<file path="src/design/wssr_pkg.sv">
// ----------------------------------------------------------------------------
// wssr_pkg
// shared types and constants of the windowed sample statistics recorder
// ----------------------------------------------------------------------------
package wssr_pkg;

    localparam int unsigned CODE_W    = 12;
    localparam int unsigned COUNT_W   = 8;
    localparam int unsigned DEPTH_DEF = 128;

    localparam logic [CODE_W-1:0] CODE_FULL = '1;

    localparam logic OP_RECORD = 1'b0;
    localparam logic OP_CLEAR  = 1'b1;

    typedef struct packed {
        logic              op;
        logic [CODE_W-1:0] sample_a;
        logic [CODE_W-1:0] sample_b;
    } t_in_item;

    typedef struct packed {
        logic [COUNT_W-1:0] record_count;
        logic [CODE_W-1:0]  max_a;
        logic [CODE_W-1:0]  min_a;
        logic [CODE_W-1:0]  mean_a;
        logic [CODE_W-1:0]  max_b;
        logic [CODE_W-1:0]  min_b;
        logic [CODE_W-1:0]  mean_b;
    } t_out_item;

endpackage

</file>
<file path="src/design/wssr_if.sv">
// ----------------------------------------------------------------------------
// wssr_in_if / wssr_out_if
// valid/ready channels carrying one input transaction or one result
// ----------------------------------------------------------------------------
interface wssr_in_if;
    import wssr_pkg::*;

    logic     valid;
    logic     ready;
    t_in_item data;

    modport source (output valid, output data, input ready);
    modport sink   (input valid, input data, output ready);
endinterface

interface wssr_out_if;
    import wssr_pkg::*;

    logic      valid;
    logic      ready;
    t_out_item data;

    modport source (output valid, output data, input ready);
    modport sink   (input valid, input data, output ready);
endinterface

</file>
<file path="src/design/wssr_mem.sv">
// ----------------------------------------------------------------------------
// wssr_mem
// sample pair store, one write port and one registered read port
// ----------------------------------------------------------------------------
module wssr_mem #(
    parameter int unsigned DEPTH = 128,
    parameter int unsigned AW    = 7,
    parameter int unsigned DW    = 24
) (
    input  logic          i_clk,
    input  logic          i_we,
    input  logic [AW-1:0] i_waddr,
    input  logic [DW-1:0] i_wdata,
    input  logic [AW-1:0] i_raddr,
    output logic [DW-1:0] o_rdata
);

    logic [DW-1:0] r_mem [DEPTH];
    logic [DW-1:0] r_rdata;

    always_ff @(posedge i_clk) begin
        if (i_we) begin
            r_mem[i_waddr] <= i_wdata;
        end
        r_rdata <= r_mem[i_raddr];
    end

    assign o_rdata = r_rdata;

endmodule

</file>
<file path="src/design/wssr_div.sv">
// ----------------------------------------------------------------------------
// wssr_div
// restoring divider, one quotient bit per cycle, quotient known to fit a code
// ----------------------------------------------------------------------------
module wssr_div #(
    parameter int unsigned CW = 8,
    parameter int unsigned SW = 19
) (
    input  logic                       i_clk,
    input  logic                       i_rst_n,
    input  logic                       i_start,
    input  logic [SW-1:0]              i_dividend,
    input  logic [CW-1:0]              i_divisor,
    output logic                       o_done,
    output logic [wssr_pkg::CODE_W-1:0] o_quot
);
    import wssr_pkg::*;

    localparam int unsigned STEP_W = $clog2(CODE_W);

    logic                r_busy;
    logic                r_done;
    logic [STEP_W-1:0]   r_step;
    logic [CW-1:0]       r_rem;
    logic [CW-1:0]       r_div;
    logic [CODE_W-1:0]   r_low;
    logic [CODE_W-1:0]   r_quot;

    logic [CW:0]         trial;
    logic                fits;

    // sum < 4096 * count, so the high part already sits below the divisor
    assign trial = {r_rem, r_low[CODE_W-1]};
    assign fits  = (trial >= {1'b0, r_div});

    always_ff @(posedge i_clk) begin
        if (!i_rst_n) begin
            r_busy <= 1'b0;
            r_done <= 1'b0;
            r_step <= '0;
        end else begin
            r_done <= 1'b0;
            if (i_start) begin
                r_busy <= 1'b1;
                r_step <= '0;
            end else if (r_busy) begin
                r_step <= r_step + 1'b1;
                if (r_step == STEP_W'(CODE_W - 1)) begin
                    r_busy <= 1'b0;
                    r_done <= 1'b1;
                end
            end
        end
    end

    always_ff @(posedge i_clk) begin
        if (i_start) begin
            r_rem  <= CW'(i_dividend[SW-1:CODE_W]);
            r_low  <= i_dividend[CODE_W-1:0];
            r_div  <= i_divisor;
            r_quot <= '0;
        end else if (r_busy) begin
            r_rem  <= fits ? CW'(trial - {1'b0, r_div}) : CW'(trial);
            r_low  <= {r_low[CODE_W-2:0], 1'b0};
            r_quot <= {r_quot[CODE_W-2:0], fits};
        end
    end

    assign o_done = r_done;
    assign o_quot = r_quot;

endmodule

</file>
<file path="src/design/windowed_sample_stats_recorder_core.sv">
// ----------------------------------------------------------------------------
// windowed_sample_stats_recorder_core
// min, max and mean of a sliding window of sample pairs held in one memory
// ----------------------------------------------------------------------------
// A record transaction writes its sample pair into the window memory and then
// walks every valid entry through the single read port, one entry per cycle,
// before two bit-serial dividers form the means. A record or a clear raises the
// result valid in the same cycle in which the input becomes ready again; a
// clear skips the scan and the division. One transaction is in work at a time,
// and the result sits in an output register so a new transaction is taken
// while it waits.
module windowed_sample_stats_recorder_core #(
    parameter int unsigned DEPTH = wssr_pkg::DEPTH_DEF
) (
    input  logic            i_clk,
    input  logic            i_rst_n,
    wssr_in_if.sink         i_in,
    wssr_out_if.source      o_out
);
    import wssr_pkg::*;

    localparam int unsigned AW = $clog2(DEPTH);
    localparam int unsigned CW = $clog2(DEPTH + 1);
    localparam int unsigned SW = CODE_W + AW;
    localparam int unsigned DW = 2 * CODE_W;

    typedef enum logic [3:0] {
        ST_IDLE = 4'b0001,
        ST_SCAN = 4'b0010,
        ST_DIV  = 4'b0100,
        ST_DONE = 4'b1000
    } t_state;

    t_state          r_state, n_state;
    logic [AW-1:0]   r_wr_pos, n_wr_pos;
    logic [CW-1:0]   r_cnt, n_cnt;
    logic [CW-1:0]   r_issue, n_issue;
    logic            r_rd_pend, n_rd_pend;
    logic            r_out_vld, n_out_vld;

    logic [CODE_W-1:0] r_max_a, r_min_a, r_max_b, r_min_b;
    logic [SW-1:0]     r_sum_a, r_sum_b;
    t_out_item         r_res;
    t_out_item         r_out;

    logic              in_acc;
    logic              mem_we;
    logic [DW-1:0]     mem_rdata;
    logic [CODE_W-1:0] rd_a, rd_b;
    logic              scan_end;
    logic              div_done_a, div_done_b;
    logic [CODE_W-1:0] quot_a, quot_b;
    logic              out_load;

    assign i_in.ready = (r_state == ST_IDLE);
    assign in_acc     = i_in.valid && i_in.ready;
    assign mem_we     = in_acc && (i_in.data.op == OP_RECORD);
    assign rd_a       = mem_rdata[DW-1:CODE_W];
    assign rd_b       = mem_rdata[CODE_W-1:0];
    assign scan_end   = (r_state == ST_SCAN) && (r_issue == r_cnt) && !r_rd_pend;
    assign out_load   = (r_state == ST_DONE) && (!r_out_vld || o_out.ready);

    wssr_mem #(
        .DEPTH (DEPTH),
        .AW    (AW),
        .DW    (DW)
    ) u_mem (
        .i_clk   (i_clk),
        .i_we    (mem_we),
        .i_waddr (r_wr_pos),
        .i_wdata ({i_in.data.sample_a, i_in.data.sample_b}),
        .i_raddr (r_issue[AW-1:0]),
        .o_rdata (mem_rdata)
    );

    wssr_div #(.CW(CW), .SW(SW)) u_div_a (
        .i_clk      (i_clk),
        .i_rst_n    (i_rst_n),
        .i_start    (scan_end),
        .i_dividend (r_sum_a),
        .i_divisor  (r_cnt),
        .o_done     (div_done_a),
        .o_quot     (quot_a)
    );

    wssr_div #(.CW(CW), .SW(SW)) u_div_b (
        .i_clk      (i_clk),
        .i_rst_n    (i_rst_n),
        .i_start    (scan_end),
        .i_dividend (r_sum_b),
        .i_divisor  (r_cnt),
        .o_done     (div_done_b),
        .o_quot     (quot_b)
    );

    always_comb begin
        n_state   = r_state;
        n_wr_pos  = r_wr_pos;
        n_cnt     = r_cnt;
        n_issue   = r_issue;
        n_rd_pend = 1'b0;
        n_out_vld = r_out_vld;

        if (r_out_vld && o_out.ready) begin
            n_out_vld = 1'b0;
        end

        unique case (r_state)
            ST_IDLE: begin
                if (in_acc) begin
                    if (i_in.data.op == OP_CLEAR) begin
                        n_wr_pos = '0;
                        n_cnt    = '0;
                        n_state  = ST_DONE;
                    end else begin
                        n_wr_pos = (r_wr_pos == AW'(DEPTH - 1)) ? '0 : r_wr_pos + 1'b1;
                        if (r_cnt != CW'(DEPTH)) begin
                            n_cnt = r_cnt + 1'b1;
                        end
                        n_issue = '0;
                        n_state = ST_SCAN;
                    end
                end
            end
            ST_SCAN: begin
                // one read per cycle, data shows up in the next cycle
                if (r_issue != r_cnt) begin
                    n_issue   = r_issue + 1'b1;
                    n_rd_pend = 1'b1;
                end
                if (scan_end) begin
                    n_state = ST_DIV;
                end
            end
            ST_DIV: begin
                if (div_done_a && div_done_b) begin
                    n_state = ST_DONE;
                end
            end
            ST_DONE: begin
                if (out_load) begin
                    n_out_vld = 1'b1;
                    n_state   = ST_IDLE;
                end
            end
            default: n_state = ST_IDLE;
        endcase
    end

    always_ff @(posedge i_clk) begin
        if (!i_rst_n) begin
            r_state   <= ST_IDLE;
            r_wr_pos  <= '0;
            r_cnt     <= '0;
            r_issue   <= '0;
            r_rd_pend <= 1'b0;
            r_out_vld <= 1'b0;
        end else begin
            r_state   <= n_state;
            r_wr_pos  <= n_wr_pos;
            r_cnt     <= n_cnt;
            r_issue   <= n_issue;
            r_rd_pend <= n_rd_pend;
            r_out_vld <= n_out_vld;
        end
    end

    // accumulators and result payload
    always_ff @(posedge i_clk) begin
        if (in_acc) begin
            r_max_a <= '0;
            r_min_a <= CODE_FULL;
            r_sum_a <= '0;
            r_max_b <= '0;
            r_min_b <= CODE_FULL;
            r_sum_b <= '0;
            r_res   <= '0;
        end else if ((r_state == ST_SCAN) && r_rd_pend) begin
            if (rd_a > r_max_a) r_max_a <= rd_a;
            if (rd_a < r_min_a) r_min_a <= rd_a;
            if (rd_b > r_max_b) r_max_b <= rd_b;
            if (rd_b < r_min_b) r_min_b <= rd_b;
            r_sum_a <= r_sum_a + SW'(rd_a);
            r_sum_b <= r_sum_b + SW'(rd_b);
        end else if ((r_state == ST_DIV) && div_done_a) begin
            r_res.record_count <= COUNT_W'(r_cnt);
            r_res.max_a        <= r_max_a;
            r_res.min_a        <= r_min_a;
            r_res.mean_a       <= quot_a;
            r_res.max_b        <= r_max_b;
            r_res.min_b        <= r_min_b;
            r_res.mean_b       <= quot_b;
        end
        if (out_load) begin
            r_out <= r_res;
        end
    end

    assign o_out.valid = r_out_vld;
    assign o_out.data  = r_out;

endmodule

</file>
<file path="src/flat_wrapper.sv">
// flat-port wrapper written by rule: the top's interface ports become plain ports
module windowed_sample_stats_recorder_core_flat import wssr_pkg::*;
#(
    parameter int unsigned DEPTH = wssr_pkg::DEPTH_DEF
)
  (i_clk, i_rst_n, i_in_valid, i_in_data, i_in_ready, o_out_valid, o_out_data, o_out_ready);
  wssr_in_if i_in_i ();
  wssr_out_if o_out_i ();
  input  logic i_clk;
  input  logic i_rst_n;
  input wire logic [$bits(i_in_i.valid)-1:0] i_in_valid;
  input wire logic [$bits(i_in_i.data)-1:0] i_in_data;
  output wire logic [$bits(i_in_i.ready)-1:0] i_in_ready;
  output wire logic [$bits(o_out_i.valid)-1:0] o_out_valid;
  output wire logic [$bits(o_out_i.data)-1:0] o_out_data;
  input wire logic [$bits(o_out_i.ready)-1:0] o_out_ready;
  assign i_in_i.valid = i_in_valid;
  assign i_in_i.data = i_in_data;
  assign i_in_ready = i_in_i.ready;
  assign o_out_valid = o_out_i.valid;
  assign o_out_data = o_out_i.data;
  assign o_out_i.ready = o_out_ready;
  windowed_sample_stats_recorder_core #(.DEPTH(DEPTH)) u_core (.i_clk(i_clk), .i_rst_n(i_rst_n), .i_in(i_in_i), .o_out(o_out_i));
endmodule
</file>
<file path="config.mk">
export PLATFORM = sky130hd
export DESIGN_NAME = windowed_sample_stats_recorder_core_flat
export DESIGN_NICKNAME = d
export VERILOG_FILES = /design/src/design/wssr_pkg.sv /design/src/design/wssr_if.sv /design/src/design/wssr_mem.sv /design/src/design/wssr_div.sv /design/src/design/windowed_sample_stats_recorder_core.sv /design/src/flat_wrapper.sv
export SDC_FILE = /design/constraint.sdc
export NUM_CORES = 2
export LEC_CHECK = 0
export ABC_AREA = 1
export BUFFER_PORTS_ARGS = -buffer_cell sky130_fd_sc_hd__buf_2
export CORE_ASPECT_RATIO = 1.1
export CORE_MARGIN = 8
export CORE_UTILIZATION = 60
export DETAILED_ROUTE_END_ITERATION = 8
export PLACE_DENSITY = 0.76
export SLEW_MARGIN = 20
export SYNTH_ARGS = -nofsm -noshare
export SYNTH_HDL_FRONTEND = slang
export SYNTH_HIERARCHICAL = 1
export SYNTH_SLANG_ARGS = --single-unit
</file>
<file path="constraint.sdc">
create_clock -name i_clk -period 7.9 [get_ports i_clk]
set_input_delay 0 -clock i_clk [delete_from_list [all_inputs] [get_ports i_clk]]
set_output_delay 0 -clock i_clk [all_outputs]
set_load 0.01 [all_outputs]
</file>
# Word-level counts from Yosys, hierarchy flattened
# Memories as Yosys holds them, arrays and structs flattened. A register that Yosys moved wholly into a read port is not among the register bits.
# Cells that the tools add are included.
# W data, S select, Z words.
classes:
  order_cmp: 6
  n_bitwise: 5
  n_addsub: 9
  n_reduce_logical: 29
  mux: 38
  n_eq_ne: 16
op_table:
  columns: ["cell", "count"]
  rows:
  - ["$mux W8", 7]
  - ["$mux W12", 4]
  - ["$mux W7", 6]
  - ["$add A19 B12 Y19", 2]
  - ["$gt A12 B12 Y1", 2]
  - ["$lt A12 B12 Y1", 2]
  - ["$mux W4", 5]
  - ["$ge A9 B8 Y1", 2]
  - ["$add A8 B1 Y8 const B", 2]
  - ["$pmux W4 S4", 1]
  - ["$pmux W8 S2", 1]
  - ["$sub A8 B8 Y8", 2]
  - ["$mux W1", 14]
  - ["$reduce_and A2 Y1", 7]
  - ["$eq A4 B4 Y1 const B", 3]
  - ["$logic_and A1 B1 Y1", 9]
  - ["$add A4 B1 Y4 const B", 2]
  - ["$eq A8 B8 Y1", 1]
  - ["$ne A8 B8 Y1", 1]
  - ["$ne A8 B8 Y1 const B", 1]
  - ["$reduce_and A4 Y1", 2]
  - ["$reduce_bool A2 Y1", 4]
  - ["$add A7 B1 Y7 const B", 1]
  - ["$eq A7 B7 Y1 const B", 1]
  - ["other kinds (11)", 21]
word_totals:
  input_bits: 29
  mem_bits_rw: 3072
  memories: 1
  ff_bits: 359
memory_table:
  columns: ["name", "words", "word_bits", "read_ports", "rd_ports_with_merged_regs", "wr", "line", "rtl"]
  rows:
  - ["u_core.u_mem.r_mem", 128, 24, 1, 1, 1, "wssr_mem.sv:18", "logic [DW-1:0] r_mem [DEPTH];"]

# Logic depth before layout (Yosys ltp)
logic_depth:
  depth_word: 5
  depth_mapped: 13

# Cells and area by module
# The synthesis kept the hierarchy.
modules_own_cells:
  columns: ["module", "area_per_inst_um2", "cells_each", "n_inst", "seq_area_each_um2"]
  rows:
  - ["wssr_mem", 124049.0, 10092, 1, 92728.9]
  - ["windowed_sample_stats_recorder_core", 12946.2, 1613, 1, 6306.0]
  - ["wssr_div (u_core.u_div_b)", 2304.7, 261, 1, 1191.1]
  - ["wssr_div (u_core.u_div_a)", 2254.7, 261, 1, 1191.1]

# Least setup slack after synthesis
# No wires, ideal clock.
synth_timing:
  path_kind: "register to register"
  startpoint: "register u_core.r_state[0]"
  endpoint: "register u_core.r_out (netlist bit u_core/o_out.data[0]), enable pin"
  path_buffers: 0
  setup_slack_ns: 1.330
  arrival_time_ns: 5.953
  path_stages_with_launch: 4
  setup_ns: 0.617
  required_time_ns: 7.283
  cell_sequence: "dfxtp_1 > nor2_1 > nand2_1 > nor3_1"
synth_between:
  elab_chain_len: 2
synth_lines:
  columns: ["item", "line", "rtl"]
  rows:
  - ["from (decl)", "windowed_sample_stats_recorder_core.sv:34", "t_state r_state, n_state;"]
  - ["from (signal assigned)", "windowed_sample_stats_recorder_core.sv:159", "r_state <= n_state;"]
  - ["$eq A4 B4 Y1", "windowed_sample_stats_recorder_core.sv:61", "assign out_load = (r_state == ST_DONE) && (!r_out_vld || o_out.ready);"]
  - ["$logic_and A1 B1 Y1", "windowed_sample_stats_recorder_core.sv:61", null]
  - ["via u_core.out_load", "windowed_sample_stats_recorder_core.sv:53", "logic out_load;"]
  - ["to (signal assigned)", "windowed_sample_stats_recorder_core.sv:195", "r_out <= r_res;"]
  - ["to (decl)", "windowed_sample_stats_recorder_core.sv:44", "t_out_item r_out;"]
# The timed path passes the listed nets, and every way through them passes these cells.
# A chain may end at the register's enable or synchronous reset.

==> run_results.csv <==
group,metric,value,unit
final_layout,drive_above_1_share,0.0776,
power,finalPower,37500,uW
yosys,avgSynthCellArea,11.6,sq um
timing,hold_violations,0,
timing,rsz0062_at_grt,"no",
clock_tree,cts_tree,"done",
clock_tree,root_buffer,"clkbuf_16",
setup_path,end_kind,"flip-flop",
clock_tree,path_clk_slew,0.06,ns
yosys,synth_nets,12352,
routing,vias_per_cell,6.36,
timing,max_slew.worst_pin.slew,1.21,ns
setup_path,reg2regPathDepth,10,
die,die_h,525,um
timing,slew_headroom,0.193,
setup_path,startpoint,"u_core/r_issue[0]$_SDFFE_PN0P_",
timing,drv_slew,0,
routing,first_iter_violations,15530,
die,die_w,479,um
place,dp.cells,14901,
power,power-per-cell-area,242,nW/um^2
min_path,worstHoldStart,"i_rst_n",
setup_path,crit_top_cell,"nand3_1",
routing,drtAntennaViolNets,0,
setup_path,path_buf_inv,2,
setup_path,critPathSlowestCell,"dfxtp_4",
place,preCtsSetupSlack,3.42,ns
grt,grt_pass1_wl,591000,um
clock_tree,htree_levels,5,
yosys,synthDominantCellAreaShare,0.680,
timing,fin_crit,4.75,ns
yosys,synth_common_cells,"nand2_1 (3,659), nand3_1 (3,284), edfxtp_1 (3,206)",
grt,antenna_found_initial,26,
timing,fin_ws,3.15,ns
place,place.port_buffers,110,
die,pin_count,111,
yosys,synth_seq_area_share,0.716,
final_layout,utilization,0.659,
final_layout,layout.nets,12282,
power,p_leak,0.0551,uW
setup_path,rr_startpoint,"u_core/r_issue[0]$_SDFFE_PN0P_",
setup_path,cp_data_arrival_time,5.62,ns
run,drv_cap,0,
routing,topRoutingLayerUsed,"met5",
yosys,synth-main-ff-cell,"edfxtp_1",
timing,fin_worst_skew,0.0639,ns
setup_path,max_stage_delay,0.97,ns
setup_path,timing.rr.end,"u_core/u_mem/o_rdata[17]$_DFF_P_",
die,dieArea,252000,sq um
routing,wl_per_cell,26.0,um
setup_path,worstPathCellList,"buf_4 > buf_4 > nand2_1 > nand3_1 > nand3_1 > nand3_1 > nand3_1 > nand3_1 > nand3_1 > nand2_1",
die,num_rows,187,
routing,met2WireLength,183000,um
setup_path,ff2ff_setup_slack,3.15,ns
setup_path,cp.depth,10,
grt,grt_pass1_vias,94567,
place,dp_hpwl,217000,um
yosys,ys_warn_count,6,
setup_path,critical_path_required,8.77,ns
clock_tree,clock_path_buffers,4,
power,ir_drop,0.177,mV
routing,drt-met1-wl,140000,um
timing,tns,0,ns
clock_tree,cts_setup_buffers,0,
yosys,synth_largest_area_cell,"edfxtp_1",
die,start_util,0.601,
yosys,synth.area.top_cells,"edfxtp_1 (68%), nand3_1 (12%), nand2_1 (9.7%), dfxtp_1 (3.6%), buf_2 (1.5%)",
grt,grt_max_degree,247,
routing,totalWireLength,404000,um
yosys,syn_area,142000,sq um
yosys,synth_edf_count,3206,
timing,fin_crit_sh,0.602,
routing,first_pass_iters,9,
routing,drc,0,
yosys,syn_inst,12227,
final_layout,syn_to_final_growth,9.52,%
grt,grt_use_total,0.310,
clock_tree,ctsResizeCount,0,
final_layout,stdcell_count,15541,
place,gp_congestion,0.904,
yosys,synth-seq-cells,3463,
min_path,hp-class,"primary input to flip-flop",
clock_tree,cts.sinks,3463,
clock_tree,cts_buffers,341,
die,core_area,235000,sq um
routing,wl_met3,52600,um
setup_path,cp-start-kind,"flip-flop",
yosys,ys_async_sr_fraction,0,
clock_tree,clock_latency,0.97,ns
timing,setup_viol,0,
timing,fmax,210,MHz
setup_path,cp_max_fo,91,
min_path,min_path_cells,4,
setup_path,cpLargestDelayFamily,"buffers and inverters",
yosys,synth_most_common_cell,"nand2_1",
routing,dr_total_vias,98907,
outcome,status,"complete, no violations",
grt,grt_overflow,0,
setup_path,critPathKind,"flip-flop to flip-flop",
min_path,hold_path_end,"u_core/r_state[1]$_SDFFE_PN0P_",
yosys,ys_types,49,
[sequential cells by signal, indices dropped and copies added (netlist names), 12 cells and up]
signal	flops
u_core/u_mem/r_mem	3072
u_core/o_out.data	80
u_core/r_res	80
u_core/u_mem/o_rdata	24
u_core/r_sum_a	19
u_core/r_sum_b	19
u_core/r_max_a	12
u_core/r_max_b	12
u_core/r_min_a	12
u_core/r_min_b	12
u_core/u_div_a/o_quot	12
u_core/u_div_a/r_low	12
u_core/u_div_b/o_quot	12
u_core/u_div_b/r_low	12
[worst min-delay path: cells and delay by family]
family / cells / cell delay (ns)
buffers and inverters: 3 / 0.87
and+or+nand+nor: 1 / 0.14
[cell families (layout without fill, tap and decap cells)]
kind of cell | after synthesis | after routing | share of synthesized area
simple gates | 7312 | 7312 | 0.226
flops | 3463 | 3463 | 0.716
buf+inv | 1060 | 1240 | 0.0376
compound gates | 271 | 271 | 0.0101
fa+ha+maj | 96 | 96 | 0.00870
xor+xnor | 25 | 25 | 0.00155
other cells | 0 | 16 | 0
[where the power goes]
part	switching [uW]	internal (uW)	total, uW
registers	139	20100	20300
logic	1370	437	1810
clock network	6660	8810	15500
total	8170	29400	37500
[stage by stage]
step	instance area, sq um	hold WS [ns]
floorplan	142000	0.0845
finish	155000	0.103
global placement	144000	0.387
detailed placement	144000	0.412
global route	155000	0.102
CTS	155000	0.0413
[cell type report]
cell class | count | area [sq um]
sequential | 3463 | 101000
fill | 16486 | 80300
multi-input combinational | 7704 | 35300
clock buffer | 428 | 9060
tap | 3118 | 3900
timing repair buffer | 353 | 2820
clock inverter | 165 | 1390
inverter | 294 | 1150
antenna | 16 | 40.0
[how the worst max path moves through the flow]
stage | to | slack (ns)
after global placement | u_core/u_mem/o_rdata[19]$_DFF_P_ | 3.51
after detailed placement | u_core/u_mem/o_rdata[18]$_DFF_P_ | 3.42
after global routing | u_core/u_mem/o_rdata[18]$_DFF_P_ | 3.08
after CTS | u_core/u_mem/o_rdata[18]$_DFF_P_ | 3.39
final | u_core/u_mem/o_rdata[17]$_DFF_P_ | 3.15
after floorplan | u_core/o_out.data[0]$_DFFE_PP_ | 1.33
[cells in the final DEF (no fill, tap or decap), types with 24 or more instances in the layout]
master	count
nor2_4	25
nand3_1	3284
nor2_2	111
o21ai_0	38
clkbuf_1	73
clkbuf_16	346
ha_1	92
dfxtp_1	250
nor3_1	27
buf_2	86
inv_1	274
clkinv_1	75
nand2_1	3658
buf_4	211
clkinv_2	53
edfxtp_1	3206
nor2_1	131
dlygate4sd3_1	31
a21oi_1	196
buf_12	24
[per-layer routing]
| layer | global-route usage | vias to the layer above |
|---|---|---|
| li1 | - | 42970 |
| met1 | 0.402 | 47289 |
| met2 | 0.477 | 7326 |
| met3 | 0.0725 | 1304 |
| met4 | 0.191 | 18 |
| met5 | 0 | - |
[what timing repair did]
item | in CTS | in global routing
hold endpoints to repair | 1396 | 0
hold buffers | 31 | 0
endpoints found under the setup margin | 0 | 0
No activity file was read; power rests on OpenSTA's default activity.
